`src/rtl/core/swpb_pkg.sv`:
```
// Shared types, constants and helpers of the sensor window peak band classifier.
// No dependencies; imported by every module of the block.
`default_nettype none

package swpb_pkg;

   localparam int HISTORY_DEPTH_DEF = 51;
   localparam int SAMPLE_W          = 10;
   localparam int INTERVAL_W        = 16;
   localparam int CSR_INDEX_W       = 3;
   localparam int CSR_DATA_W        = 16;

   localparam logic [SAMPLE_W-1:0]   FULL_SCALE     = 10'd1000;
   localparam logic [SAMPLE_W-1:0]   BAND_RESET     = 10'd50;
   localparam logic [INTERVAL_W-1:0] INTERVAL_RESET = 16'd100;

   localparam logic [1:0] MODE_STORE = 2'd0;
   localparam logic [1:0] MODE_TICK  = 2'd1;
   localparam logic [1:0] MODE_CLEAR = 2'd2;

   localparam logic [CSR_INDEX_W-1:0] REG_GREY_LEFT   = 3'd0;
   localparam logic [CSR_INDEX_W-1:0] REG_GREY_RIGHT  = 3'd1;
   localparam logic [CSR_INDEX_W-1:0] REG_BROWN_LEFT  = 3'd2;
   localparam logic [CSR_INDEX_W-1:0] REG_BROWN_RIGHT = 3'd3;
   localparam logic [CSR_INDEX_W-1:0] REG_BAND_HALF   = 3'd4;
   localparam logic [CSR_INDEX_W-1:0] REG_INTERVAL    = 3'd5;

   typedef struct packed {
      logic [1:0]          mode;
      logic [SAMPLE_W-1:0] left_sample;
      logic [SAMPLE_W-1:0] right_sample;
   } req_type;

   typedef struct packed {
      logic evaluated;
      logic grey_left_seen;
      logic grey_right_seen;
      logic brown_left_seen;
      logic brown_right_seen;
      logic black_left_seen;
      logic black_right_seen;
   } rsp_type;

   typedef struct packed {
      logic [SAMPLE_W-1:0] left;
      logic [SAMPLE_W-1:0] right;
   } pair_type;

   typedef struct packed {
      logic grey_l;
      logic grey_r;
      logic brown_l;
      logic brown_r;
      logic black_l;
      logic black_r;
   } flags_type;

   typedef struct packed {
      logic [SAMPLE_W-1:0]   grey_left;
      logic [SAMPLE_W-1:0]   grey_right;
      logic [SAMPLE_W-1:0]   brown_left;
      logic [SAMPLE_W-1:0]   brown_right;
      logic [SAMPLE_W-1:0]   band_half;
      logic [INTERVAL_W-1:0] interval;
   } cfg_type;

   function automatic rsp_type make_rsp(input logic evaluated, input flags_type f);
      rsp_type r;
      r.evaluated        = evaluated;
      r.grey_left_seen   = f.grey_l;
      r.grey_right_seen  = f.grey_r;
      r.brown_left_seen  = f.brown_l;
      r.brown_right_seen = f.brown_r;
      r.black_left_seen  = f.black_l;
      r.black_right_seen = f.black_r;
      return r;
   endfunction

endpackage

`default_nettype wire

```
`src/rtl/core/swpb_cell.sv`:
```
// One history cell: holds a left/right sample pair and passes on a running peak.
// Depends on swpb_pkg.
`default_nettype none

module swpb_cell
   import swpb_pkg::*;
(
   input  wire logic     clock,
   input  wire logic     reset,
   input  wire logic     shift_en,
   input  wire pair_type sample_prev,
   output pair_type      sample_out,
   input  wire pair_type peak_prev,
   output pair_type      peak_out
);

   pair_type sample_ff;
   pair_type peak_ff;

   always_ff @(posedge clock) begin
      if (reset) begin
         sample_ff <= '0;
      end else if (shift_en) begin
         sample_ff <= sample_prev;
      end
   end

   always_ff @(posedge clock) begin
      peak_ff.left  <= (sample_ff.left  > peak_prev.left)  ? sample_ff.left  : peak_prev.left;
      peak_ff.right <= (sample_ff.right > peak_prev.right) ? sample_ff.right : peak_prev.right;
   end

   assign sample_out = sample_ff;
   assign peak_out   = peak_ff;

endmodule

`default_nettype wire

```
`config.mk`:
```
export PLATFORM = sky130hd
export DESIGN_NAME = swpb_cell
export DESIGN_NICKNAME = d
export VERILOG_FILES = /design/src/rtl/core/swpb_pkg.sv /design/src/rtl/core/swpb_cell.sv
export SDC_FILE = /design/constraint.sdc
export NUM_CORES = 1
export LEC_CHECK = 0
export ABC_AREA = 1
export BUFFER_PORTS_ARGS = -buffer_cell sky130_fd_sc_hd__buf_2
export CAP_MARGIN = 40
export CORE_MARGIN = 3
export CORE_UTILIZATION = 49
export CTS_BUF_LIST = sky130_fd_sc_hd__clkbuf_8
export CTS_CLUSTER_DIAMETER = 150
export CTS_CLUSTER_SIZE = 24
export DETAILED_ROUTE_END_ITERATION = 12
export PLACE_DENSITY_LB_ADDON = 0.12
export SYNTH_ARGS = -nofsm -noshare
export SYNTH_HDL_FRONTEND = slang
export SYNTH_SLANG_ARGS = --single-unit
```
`constraint.sdc`:
```
create_clock -name clock -period 2 [get_ports clock]
set_clock_uncertainty 0.1 [all_clocks]
set_input_delay 0.3 -clock clock [delete_from_list [all_inputs] [get_ports clock]]
set_output_delay 0.3 -clock clock [all_outputs]
set_load 0.01 [all_outputs]
```
==> impl_metrics.tcl <==
set metrics [dict create \
    status "finished, final reports clean" \
    slew_violations 0 \
    yosysMostFrequentCell "nand2_1" \
    startpoint_type "flop" \
    min_path_type "in -> reg" \
    hold_violations 0 \
    cts_root_buffer "clkbuf_8" \
    avgViaCountPerCell 4.72 \
    syn_inst 269 \
    cts_setup_buffers 0 \
    crit_arrival_ns 1.85 \
    critPathLaunch "sample_out[9]$_SDFFE_PP0P_" \
    grt_pass1_wl_mm 7.40 \
    netlist_area_um2 1990 \
    yosysSeqAreaShare 0.403 \
    htreeDepth 2 \
    nets 416 \
    critPathMaxFanout 11 \
    drt_first_iter_violations 78 \
    max_freq_ghz 0.584 \
    min_period_over_period 0.856 \
    synth_top_cell_by_area "dfxtp_1" \
    io_buffer_count 82 \
    ys_warn_count 0 \
    detail-route-antenna-nets 0 \
    antenna_found_initial 0 \
    routed_wl_mm 4.47 \
    critPathTopFamily "simple AND/OR/NAND/NOR gates" \
    dr.pass1.iters 4 \
    layout-drive-gt1-share 0.299 \
    tns_ns 0 \
    grt_max_degree 23 \
    power.leakage_uw 0.00147 \
    synth_top_area_share 0.403 \
    cts.clk_slew.worst_paths_ns 0.08 \
    fin_cells 402 \
    globalplace.congestion 0.791 \
    synth.avg_cell_area_um2 7.40 \
    insertion_delay_ns 0.29 \
    ir_drop_mv 0.368 \
    n_antenna_cell 0 \
    cp.required_ns 2.13 \
    dp.cells 394 \
    cts_buffers 5 \
    die_h_um 69.7 \
    synth-main-ff-cell "dfxtp_1" \
    grt-ovfl-total 0 \
    synth.net_count 332 \
    slew_headroom 0.543 \
    synth_edf_count 0 \
    worstMarginPinSlew_ns 0.685 \
    die_area_um2 4860 \
    num_vias 1899 \
    slowest_delay_ns 0.34 \
    setup_viol 0 \
    r2r_cells 8 \
    cts.sinks 40 \
    start_util 0.524 \
    die_x_um 69.7 \
    synthTopCellsByArea "dfxtp_1 (40%), nand2_1 (20%), ha_1 (13%)" \
    ys_ff_latch 40 \
    async_flop_share 0 \
    cts-resized-gates 0 \
    std_cell_rows 22 \
    grt_usage 0.189 \
    dp_slack_ns 0.206 \
    critical_path.cell_chain "ha_1 > nand2_2 > inv_1 > a21oi_2 > nand3_2 > nand2_2 > nand2_1 > nand2_1" \
    min_from "peak_prev[3]" \
    critPathKind "reg -> reg" \
    area_growth_pct 26.6 \
    wl_per_cell_um 11.1 \
    rsz0062_at_grt "false" \
    cts_max_path_buffers 2 \
    cts_tree "built" \
    yosysUniqueCellTypes 18 \
    critPathCaptureType "flop" \
    r2r_end "peak_out[9]$_DFF_P_" \
    regToRegSetupSlack_ns 0.29 \
    hpwl_mm 3.36 \
    ctsHoldBuffers 0 \
    synth_commonest_cells "nand2_1 (104), dfxtp_1 (40), inv_1 (35), nand3_1 (21)" \
    num_io_pins 83 \
    finalWorstSetupSlack_ns 0.287 \
    core_area_um2 3800 \
    whs_ns 0.109 \
    fin_crit_ns 1.71 \
    hold_end "peak_out[3]$_DFF_P_" \
    first_global_vias 1754 \
    drc 0 \
    power_density_nw_per_um2 704 \
    r2r-start "sample_out[9]$_SDFFE_PP0P_" \
    max_cap_violations 0 \
    crit_slowest_cell "dfxtp_1" \
    hold_depth 3 \
    path_buf_inv 1 \
]
==> metrics by stage <==
stage                     area [µm²]  total power [µW]   util
after detailed placement        2430              1260  0.639
after global routing            2520              1870  0.663
after global placement          2430              1250  0.639
after CTS                       2520              1790  0.663
after floorplan                 1990              1120      -
final                           2520              1770  0.663
==> power by group <==
| group | switching [µW] | leakage (µW) | total, µW | internal (µW) |
|---|---|---|---|---|
| registers | 31.4 | 0.000334 | 891 | 860 |
| clock network | 268 | 0.0000538 | 539 | 271 |
| logic | 198 | 0.00108 | 343 | 145 |
| total | 497 | 0.00147 | 1770 | 1280 |
==> final cells by class <==
type,instances,area (µm²)
inverters,35,131
flip-flops and latches,40,801
multi-input cells,184,988
fillers,366,1280
repair buffers,87,448
clock inverters,2,7.51
clock buffers,6,82.6
well taps,48,60.1
==> worst reg2reg max path, stage by stage (launching register included) <==
cell	delay [ns]
dfxtp_1	0.34
ha_1	0.33
nand2_2	0.11
inv_1	0.06
a21oi_2	0.14
nand3_2	0.21
nand2_2	0.23
nand2_1	0.07
nand2_1	0.07
==> per-layer routing <==
layer	vias to the layer above	wire length, µm	part of all wire	track usage
met5	-	0	0	0
met4	0	70	0.016	0.0702
met3	8	281	0.063	0.0580
met2	50	2210	0.50	0.341
met1	833	1900	0.43	0.207
li1	1008	-	-	-
==> cell families (layout without fill, tap and decap cells) <==
kind of cell / Yosys count / in the layout / synth area share
and+or+nand+nor: 140 / 140 / 0.304
DFF: 40 / 40 / 0.403
adders and majority gates: 20 / 20 / 0.126
AOI/OAI and AO/OA: 24 / 24 / 0.0667
buffers and inverters: 45 / 130 / 0.101
==> worst max path at each step <==
stage	to	depth (start not counted)
6_report	peak_out[9]$_DFF_P_	8
5_1_grt	peak_out[6]$_DFF_P_	10
4_1_cts	peak_out[9]$_DFF_P_	8
3_5_place_dp	peak_out[9]$_DFF_P_	10
3_3_place_gp	peak_out[7]$_DFF_P_	10
2_1_floorplan	peak_out[1]$_DFF_P_	8
==> flip-flops by register name, summed over array words and instances, names as in the netlist <==
register / flops
peak_out: 20
sample_out: 20
==> cell usage in the layout, fill, tap and decap left out <==
| cell | count |
|---|---|
| dfxtp_1 | 40 |
| a21oi_1 | 20 |
| nand4_1 | 2 |
| ha_1 | 20 |
| clkbuf_8 | 6 |
| inv_1 | 37 |
| buf_2 | 82 |
| a211oi_1 | 2 |
| nand2_1 | 104 |
| nor2_2 | 2 |
| nor2_1 | 2 |
| nand2_2 | 4 |
| nor2_4 | 2 |
| buf_4 | 5 |
| nand3_2 | 3 |
| a21oi_2 | 2 |
| nand3_1 | 21 |
No activity file was read; power rests on OpenSTA's default activity.
