[src/rtl/core/swpb_pkg.sv]
// Shared types, constants and helpers of the sensor window peak band classifier.
// No dependencies; imported by every module of the block.
`default_nettype none

package swpb_pkg;

   localparam int HISTORY_DEPTH_DEF = 51;
   localparam int SAMPLE_W          = 10;
   localparam int INTERVAL_W        = 16;
   localparam int CSR_INDEX_W       = 3;
   localparam int CSR_DATA_W        = 16;

   localparam logic [SAMPLE_W-1:0]   FULL_SCALE     = 10'd1000;
   localparam logic [SAMPLE_W-1:0]   BAND_RESET     = 10'd50;
   localparam logic [INTERVAL_W-1:0] INTERVAL_RESET = 16'd100;

   localparam logic [1:0] MODE_STORE = 2'd0;
   localparam logic [1:0] MODE_TICK  = 2'd1;
   localparam logic [1:0] MODE_CLEAR = 2'd2;

   localparam logic [CSR_INDEX_W-1:0] REG_GREY_LEFT   = 3'd0;
   localparam logic [CSR_INDEX_W-1:0] REG_GREY_RIGHT  = 3'd1;
   localparam logic [CSR_INDEX_W-1:0] REG_BROWN_LEFT  = 3'd2;
   localparam logic [CSR_INDEX_W-1:0] REG_BROWN_RIGHT = 3'd3;
   localparam logic [CSR_INDEX_W-1:0] REG_BAND_HALF   = 3'd4;
   localparam logic [CSR_INDEX_W-1:0] REG_INTERVAL    = 3'd5;

   typedef struct packed {
      logic [1:0]          mode;
      logic [SAMPLE_W-1:0] left_sample;
      logic [SAMPLE_W-1:0] right_sample;
   } req_type;

   typedef struct packed {
      logic evaluated;
      logic grey_left_seen;
      logic grey_right_seen;
      logic brown_left_seen;
      logic brown_right_seen;
      logic black_left_seen;
      logic black_right_seen;
   } rsp_type;

   typedef struct packed {
      logic [SAMPLE_W-1:0] left;
      logic [SAMPLE_W-1:0] right;
   } pair_type;

   typedef struct packed {
      logic grey_l;
      logic grey_r;
      logic brown_l;
      logic brown_r;
      logic black_l;
      logic black_r;
   } flags_type;

   typedef struct packed {
      logic [SAMPLE_W-1:0]   grey_left;
      logic [SAMPLE_W-1:0]   grey_right;
      logic [SAMPLE_W-1:0]   brown_left;
      logic [SAMPLE_W-1:0]   brown_right;
      logic [SAMPLE_W-1:0]   band_half;
      logic [INTERVAL_W-1:0] interval;
   } cfg_type;

   function automatic rsp_type make_rsp(input logic evaluated, input flags_type f);
      rsp_type r;
      r.evaluated        = evaluated;
      r.grey_left_seen   = f.grey_l;
      r.grey_right_seen  = f.grey_r;
      r.brown_left_seen  = f.brown_l;
      r.brown_right_seen = f.brown_r;
      r.black_left_seen  = f.black_l;
      r.black_right_seen = f.black_r;
      return r;
   endfunction

endpackage

`default_nettype wire

[src/rtl/core/swpb_eval.sv]
// Band classifier: turns the two window peaks into updated seen flags.
// Depends on swpb_pkg.
`default_nettype none

module swpb_eval
   import swpb_pkg::*;
(
   input  wire pair_type  peak,
   input  wire cfg_type   cfg,
   input  wire flags_type flags_cur,
   output flags_type      flags_new
);

   function automatic logic in_band(input logic [SAMPLE_W-1:0] p,
                                    input logic [SAMPLE_W-1:0] r,
                                    input logic [SAMPLE_W-1:0] h);
      logic [SAMPLE_W:0] pe;
      logic [SAMPLE_W:0] re;
      logic [SAMPLE_W:0] he;
      pe = {1'b0, p};
      re = {1'b0, r};
      he = {1'b0, h};
      return (pe + he >= re) && (pe <= re + he);
   endfunction

   logic grey_l;
   logic grey_r;

   assign grey_l = in_band(peak.left,  cfg.grey_left,  cfg.band_half);
   assign grey_r = in_band(peak.right, cfg.grey_right, cfg.band_half);

   always_comb begin
      flags_new = flags_cur;
      if (peak.left == FULL_SCALE) begin
         flags_new.black_l = 1'b1;
      end
      if (peak.right == FULL_SCALE) begin
         flags_new.black_r = 1'b1;
      end else if (grey_l && grey_r) begin
         flags_new.grey_l = 1'b1;
         flags_new.grey_r = 1'b1;
      end else begin
         if (grey_l) begin
            flags_new.grey_l = 1'b1;
            flags_new.grey_r = 1'b0;
         end
         if (grey_r) begin
            flags_new.grey_r = 1'b1;
            flags_new.grey_l = 1'b0;
         end
         if (in_band(peak.left, cfg.brown_left, cfg.band_half)) begin
            flags_new.brown_l = 1'b1;
         end
         if (in_band(peak.right, cfg.brown_right, cfg.band_half)) begin
            flags_new.brown_r = 1'b1;
         end
      end
   end

endmodule

`default_nettype wire

[config.mk]
export PLATFORM = sky130hd
export DESIGN_NAME = swpb_eval
export DESIGN_NICKNAME = d
export VERILOG_FILES = /design/src/rtl/core/swpb_pkg.sv /design/src/rtl/core/swpb_eval.sv
export SDC_FILE = /design/constraint.sdc
export NUM_CORES = 1
export LEC_CHECK = 0
export BUFFER_PORTS_ARGS = -buffer_cell sky130_fd_sc_hd__buf_2
export CORE_ASPECT_RATIO = 0.5
export CORE_MARGIN = 4
export CORE_UTILIZATION = 58
export DETAILED_ROUTE_END_ITERATION = 7
export GPL_TIMING_DRIVEN = 0
export PLACE_DENSITY = 0.85
export SYNTH_ARGS = -nofsm -noshare
export SYNTH_HDL_FRONTEND = slang
export SYNTH_SLANG_ARGS = --single-unit
[constraint.sdc]
create_clock -name vclk -period 4.4
set_input_delay 0.44 -clock vclk [all_inputs]
set_output_delay 0.44 -clock vclk [all_outputs]
set_load 0.005 [all_outputs]
==> flow_summary.ini, run 1 <==
[drt]
drt-initial-drc-count = 160
postRouteAntennaNets = 0
viasPerCell = 6.01
drc = 0
wl_um = 11600
via_count = 4447
dr.pass1.iters = 4
avgRoutedWirePerCell_um = 15.6

[timing]
max-slew-margin-rel_pct = 68.1
max_freq_mhz = 233
hold_violations = 0
period_share_pct = 97.6
finalCriticalPeriod_ns = 4.29
tightest_slew_ns = 0.473
rsz0062_at_grt = true
worst_slack_ns = 0.107
finalSetupViolations = 0
slew_violations = 0

[setup_path]
startpoint_type = input pin
cpMaxStageDelayCell = a2111o_1
path_depth = 20
worstPathCellList = buf_4, ha_1, inv_1, fa_2, nor2b_2, o31a_1, o21ai_1, nand2b_1, a21o_1, a21oi_1, xnor2_1, ha_1, a21o_1, a21oi_2, nor3b_2, a2111o_1, o32ai_4, nand2b_1, a41o_1, buf_2
required_ns = 3.96
slowest_delay_ns = 0.41
worstSetupPathType = in -> out
cp_max_fo = 6
crit_family = compound AO/OA/AOI/OAI gates
cp.buffers_inverters = 3
crit_arrival_ns = 3.85
crit_path_end_kind = output port

[global_route]
globalRouteTotalUtil_pct = 24.6
overflow = 0
grt_pass1_wl_um = 19100
first_global_vias = 4427
grt_max_degree = 8
antenna_found_initial = 0

[logic_synthesis]
synth.distinct_cells = 58
ys_warn_count = 0
syn_inst = 554
synth_area_um2 = 4390
yosys.area.top_type_share_pct = 39.9
post_synth.cell_area_avg_um2 = 7.93
synth.most_common_cell = ha_1
yosysTopAreaCell = ha_1
yosysSeqAreaShare_pct = 0
ys_top_cells_by_count = 140 x ha_1, 63 x inv_1, 48 x a21oi_1, 34 x nor2_1
synth_area_leaders = ha_1 40%, a21oi_1 5.5%, inv_1 5.4%
syn-num-nets = 792

[placement]
gp_congestion = 0.847
post-place-ws_ns = -0.305
place_hpwl_um = 10000
io_buffers = 82
placed_area_um2 = 4920
dpl.cell_count = 732

[floorplan]
std_cell_rows = 22
dieHeight_um = 69.6
die_x_um = 131
die_area_um2 = 9120
floorplan.initialDensity_pct = 59.8
io_pins = 98
coreArea_um2 = 7350

[layout]
final_cells = 740
area_growth_pct = 16.1
utilization_pct = 69.4
final_cell_area_um2 = 5100
flops_and_latches = 0
regArea_um2 = 0
clock_buffers = 0
num_antenna_cells = 0
drive_gt1_share_pct = 18.5
layout.nets = 884

[pwr]
switching_power_mw = 0.462
vdd_drop_max_mv = 0.0943
p_per_area_nw_per_um2 = 169
power.share.sequential_pct = 0
p_leak_nw = 2.71
internal_power_mw = 0.401
p_sw_share_pct = 53.5
p_comb_share_pct = 100.0
p_clk_share_pct = 0

[min_path]
hp-class = in -> out
worstHoldPathCells = 3
holdPathEnd = flags_new[0]
worstHoldStart = flags_cur[0]

[run]
cap_violations = 0

[outcome]
status = finished clean
tightest hold or removal path, delay by kind of cell:
kind / cells / cell delay [ns]
buf+inv: 2 / 0.17
simple gates: 1 / 0.08
per-stage QoR:
step	power (mW)	setup TNS, ns	hold slack [ns]
6_report	0.863	0	1.13
5_1_grt	0.978	-0.0626	1.15
4_1_cts	0.822	0	1.13
3_5_place_dp	0.805	-0.983	1.13
3_3_place_gp	0.774	-0.621	1.13
2_1_floorplan	0.592	0	0.962
repair_timing:
| action | 4_1_cts | 5_1_grt |
|---|---|---|
| cloned | 0 | 0 |
| pin swaps | 3 | 11 |
| buffers inserted | 4 | 4 |
| setup endpoints to repair | 4 | 4 |
| hold buffers | 0 | 0 |
| gates resized for setup | 8 | 21 |
per-layer routing:
metal	up-vias	share of wire, %	global-route usage [%]
met5	-	0	0
met4	0	1.4	3.53
met3	21	5.6	1.54
met2	104	48	43.7
met1	2044	45	33.1
li1	2278	-	-
worst max-delay path by stage:
stage	startpoint	endpoint	slack (ns)
2_1_floorplan	cfg[17]	flags_new[2]	0.57
4_1_cts	cfg[17]	flags_new[3]	0.004
3_5_place_dp	cfg[17]	flags_new[2]	-0.30
3_3_place_gp	cfg[17]	flags_new[2]	-0.22
5_1_grt	cfg[17]	flags_new[2]	-0.05
6_report	cfg[16]	flags_new[3]	0.11
placed cells by master, fill, tap and decap left out, types with 10 or more instances in the layout:
cell type	synthesis	final
a21o_1	28	28
a21oi_1	48	43
buf_2	0	80
ha_1	140	139
inv_1	63	62
nand2b_1	12	12
nand3_1	13	13
nor2_1	34	34
nor2b_1	18	17
nor3_1	10	10
o21a_1	11	11
o21ai_0	28	24
xnor2_1	17	17
xor2_1	20	20
cell type report:
cell class / instances / area, um2
Fill cell: 597 / 2250
Inverter: 63 / 240
Multi-Input combinational cell: 491 / 4260
Tap cell: 96 / 120
Timing Repair Buffer: 90 / 483
power by group through the flow:
stage / clock (mW) / sequential [mW] / combinational, mW
floorplan: 0 / 0 / 0.592
global placement: 0 / 0 / 0.774
detailed placement: 0 / 0 / 0.805
CTS: 0 / 0 / 0.822
global route: 0 / 0 / 0.978
finish: 0 / 0 / 0.863
cell families after synthesis:
group | Yosys count | synth area share [%]
AND/OR/NAND/NOR | 136 | 17.1
XOR/XNOR | 37 | 7.37
buffers and inverters | 63 | 5.38
adder cells (fa/ha/maj) | 146 | 42.6
AO/OA/AOI/OAI | 171 | 27.3
multiplexers | 1 | 0.228
Power figures use the tool's default switching activity.
==> inputs of run 2 (changes only) <==
- GPL_ROUTABILITY_DRIVEN: unset -> 0
- PLACE_DENSITY: 0.85 -> 0.89
==> run 2 against run 1 <==
  * First-iteration DRC count increased by 120%
  * Cell count increased by 0.54%
  * Global-route usage increased by 0.48 points
  * Via count increased by 3.8%
  * Power increased by 4.5%
  * Die area unchanged
  * Worst hold slack improved by 0.0035 ns
  * Maximum frequency decreased by 0.70%
  * Count of clock-buffer cells in the layout unchanged
  * Non-clock buffer count increased by 4
  * Combinational power increased by 4.5%
  * Flip-flop and latch count unchanged
==> flow_summary.ini, run 2 (synthesis results as in run 1) <==
[pwr]
internal_power_mw = 0.418
vdd_drop_max_mv = 0.0817
power.share.sequential_pct = 0
p_per_area_nw_per_um2 = 175
p_sw_share_pct = 53.7
p_leak_nw = 2.74
switching_power_mw = 0.485
p_clk_share_pct = 0
power_mw = 0.902
p_comb_share_pct = 100.0

[floorplan]
die_area_um2 = 9120
std_cell_rows = 22
coreArea_um2 = 7350
die_x_um = 131
dieHeight_um = 69.6
floorplan.initialDensity_pct = 59.8
io_pins = 98

[placement]
io_buffers = 82
dpl.cell_count = 732
place_hpwl_um = 10200
post-place-ws_ns = -0.328
placed_area_um2 = 4920

[layout]
final_cells = 744
area_growth_pct = 17.5
flops_and_latches = 0
regArea_um2 = 0
final_common_cell = ha_1
layout.nets = 888
final_cell_area_um2 = 5160
drive_gt1_share_pct = 19.8
num_antenna_cells = 0
utilization_pct = 70.3
clock_buffers = 0
layout_common_cells = 138 x ha_1, 80 x buf_2, 61 x inv_1
fillers = 532

[setup_path]
crit_top_cell = o21ai_2
crit_path_end_kind = output port
slowest_delay_ns = 0.40
crit_family = compound AO/OA/AOI/OAI gates
worstPathCellList = buf_6, clkinvlp_4, buf_4, fa_2, nor2b_1, o21ai_2, a21oi_2, o21ai_2, nand2b_1, a21oi_1, xor2_1, ha_1, and3_1, a221o_1, a211o_1, a32oi_4, nand2b_4, a31o_2, buf_2
worstSetupPathType = in -> out
cp.buffers_inverters = 4
required_ns = 3.96
startpoint_type = input pin
cpMaxStageDelayCell = fa_2
cp_max_fo = 7
crit_arrival_ns = 3.88
path_depth = 19
critPathLaunch = cfg[17]
crit_path_end = flags_new[2]

[drt]
dr.pass1.iters = 4
via_count = 4618
viasPerCell = 6.21
avgRoutedWirePerCell_um = 16.4
drc = 0
postRouteAntennaNets = 0
wl_um = 12200
drt-initial-drc-count = 351

[outcome]
status = finished clean

[global_route]
globalRouteTotalUtil_pct = 25.1
overflow = 0
grt_pass1_wl_um = 19400
grt_max_degree = 8
first_global_vias = 4423
antenna_found_initial = 0

[timing]
tns_ns = 0
finalCriticalPeriod_ns = 4.32
worst_slack_ns = 0.0770
max-slew-margin-rel_pct = 67.9
whs_ns = 1.13
period_share_pct = 98.2
tightest_slew_ns = 0.474
finalSetupViolations = 0
slew_violations = 0
hold_violations = 0
max_freq_mhz = 231

[min_path]
worstHoldPathCells = 3
hp-class = in -> out

[clocking]
holdBufCountCts = 0

[run]
cap_violations = 0
==> run 2: layout make-up <==
class / instances / area (um2) / share of cell area [%]
Tap cell: 96 / 120 / 2.33
Inverter: 63 / 240 / 4.65
Timing Repair Buffer: 94 / 509 / 9.86
Multi-Input combinational cell: 491 / 4300 / 83.2
==> run 2: how the worst min path moves through the flow <==
stage	slack [ns]	endpoint	start
2_1_floorplan	0.96	flags_new[2]	flags_cur[2]
3_3_place_gp	1.13	flags_new[1]	flags_cur[1]
3_5_place_dp	1.13	flags_new[1]	flags_cur[1]
4_1_cts	1.13	flags_new[0]	flags_cur[0]
5_1_grt	1.14	flags_new[1]	flags_cur[1]
6_report	1.13	flags_new[1]	flags_cur[1]
==> run 2: repair_timing <==
| item | in CTS | in global routing |
|---|---|---|
| buffers inserted | 6 | 6 |
| resized for setup | 11 | 26 |
| pin swaps | 4 | 16 |
| setup endpoints to repair | 4 | 4 |
==> run 2: power groups by stage <==
| stage | clock network [mW] | registers (mW) | logic [mW] |
|---|---|---|---|
| global placement | 0 | 0 | 0.771 |
| CTS | 0 | 0 | 0.843 |
| finish | 0 | 0 | 0.902 |
| global route | 0 | 0 | 1.01 |
| detailed placement | 0 | 0 | 0.810 |
| floorplan | 0 | 0 | 0.592 |
==> run 2: metal layers <==
metal  vias up  routed length (um)  share of wire, %  GRT usage (%)
met3        27                 658               5.4          0.923
li1       2279                   -                 -              -
met1      2161                5370                44           33.4
met5         -                   0                 0              0
met2       151                5980                49           45.1
met4         0                 208               1.7           4.45
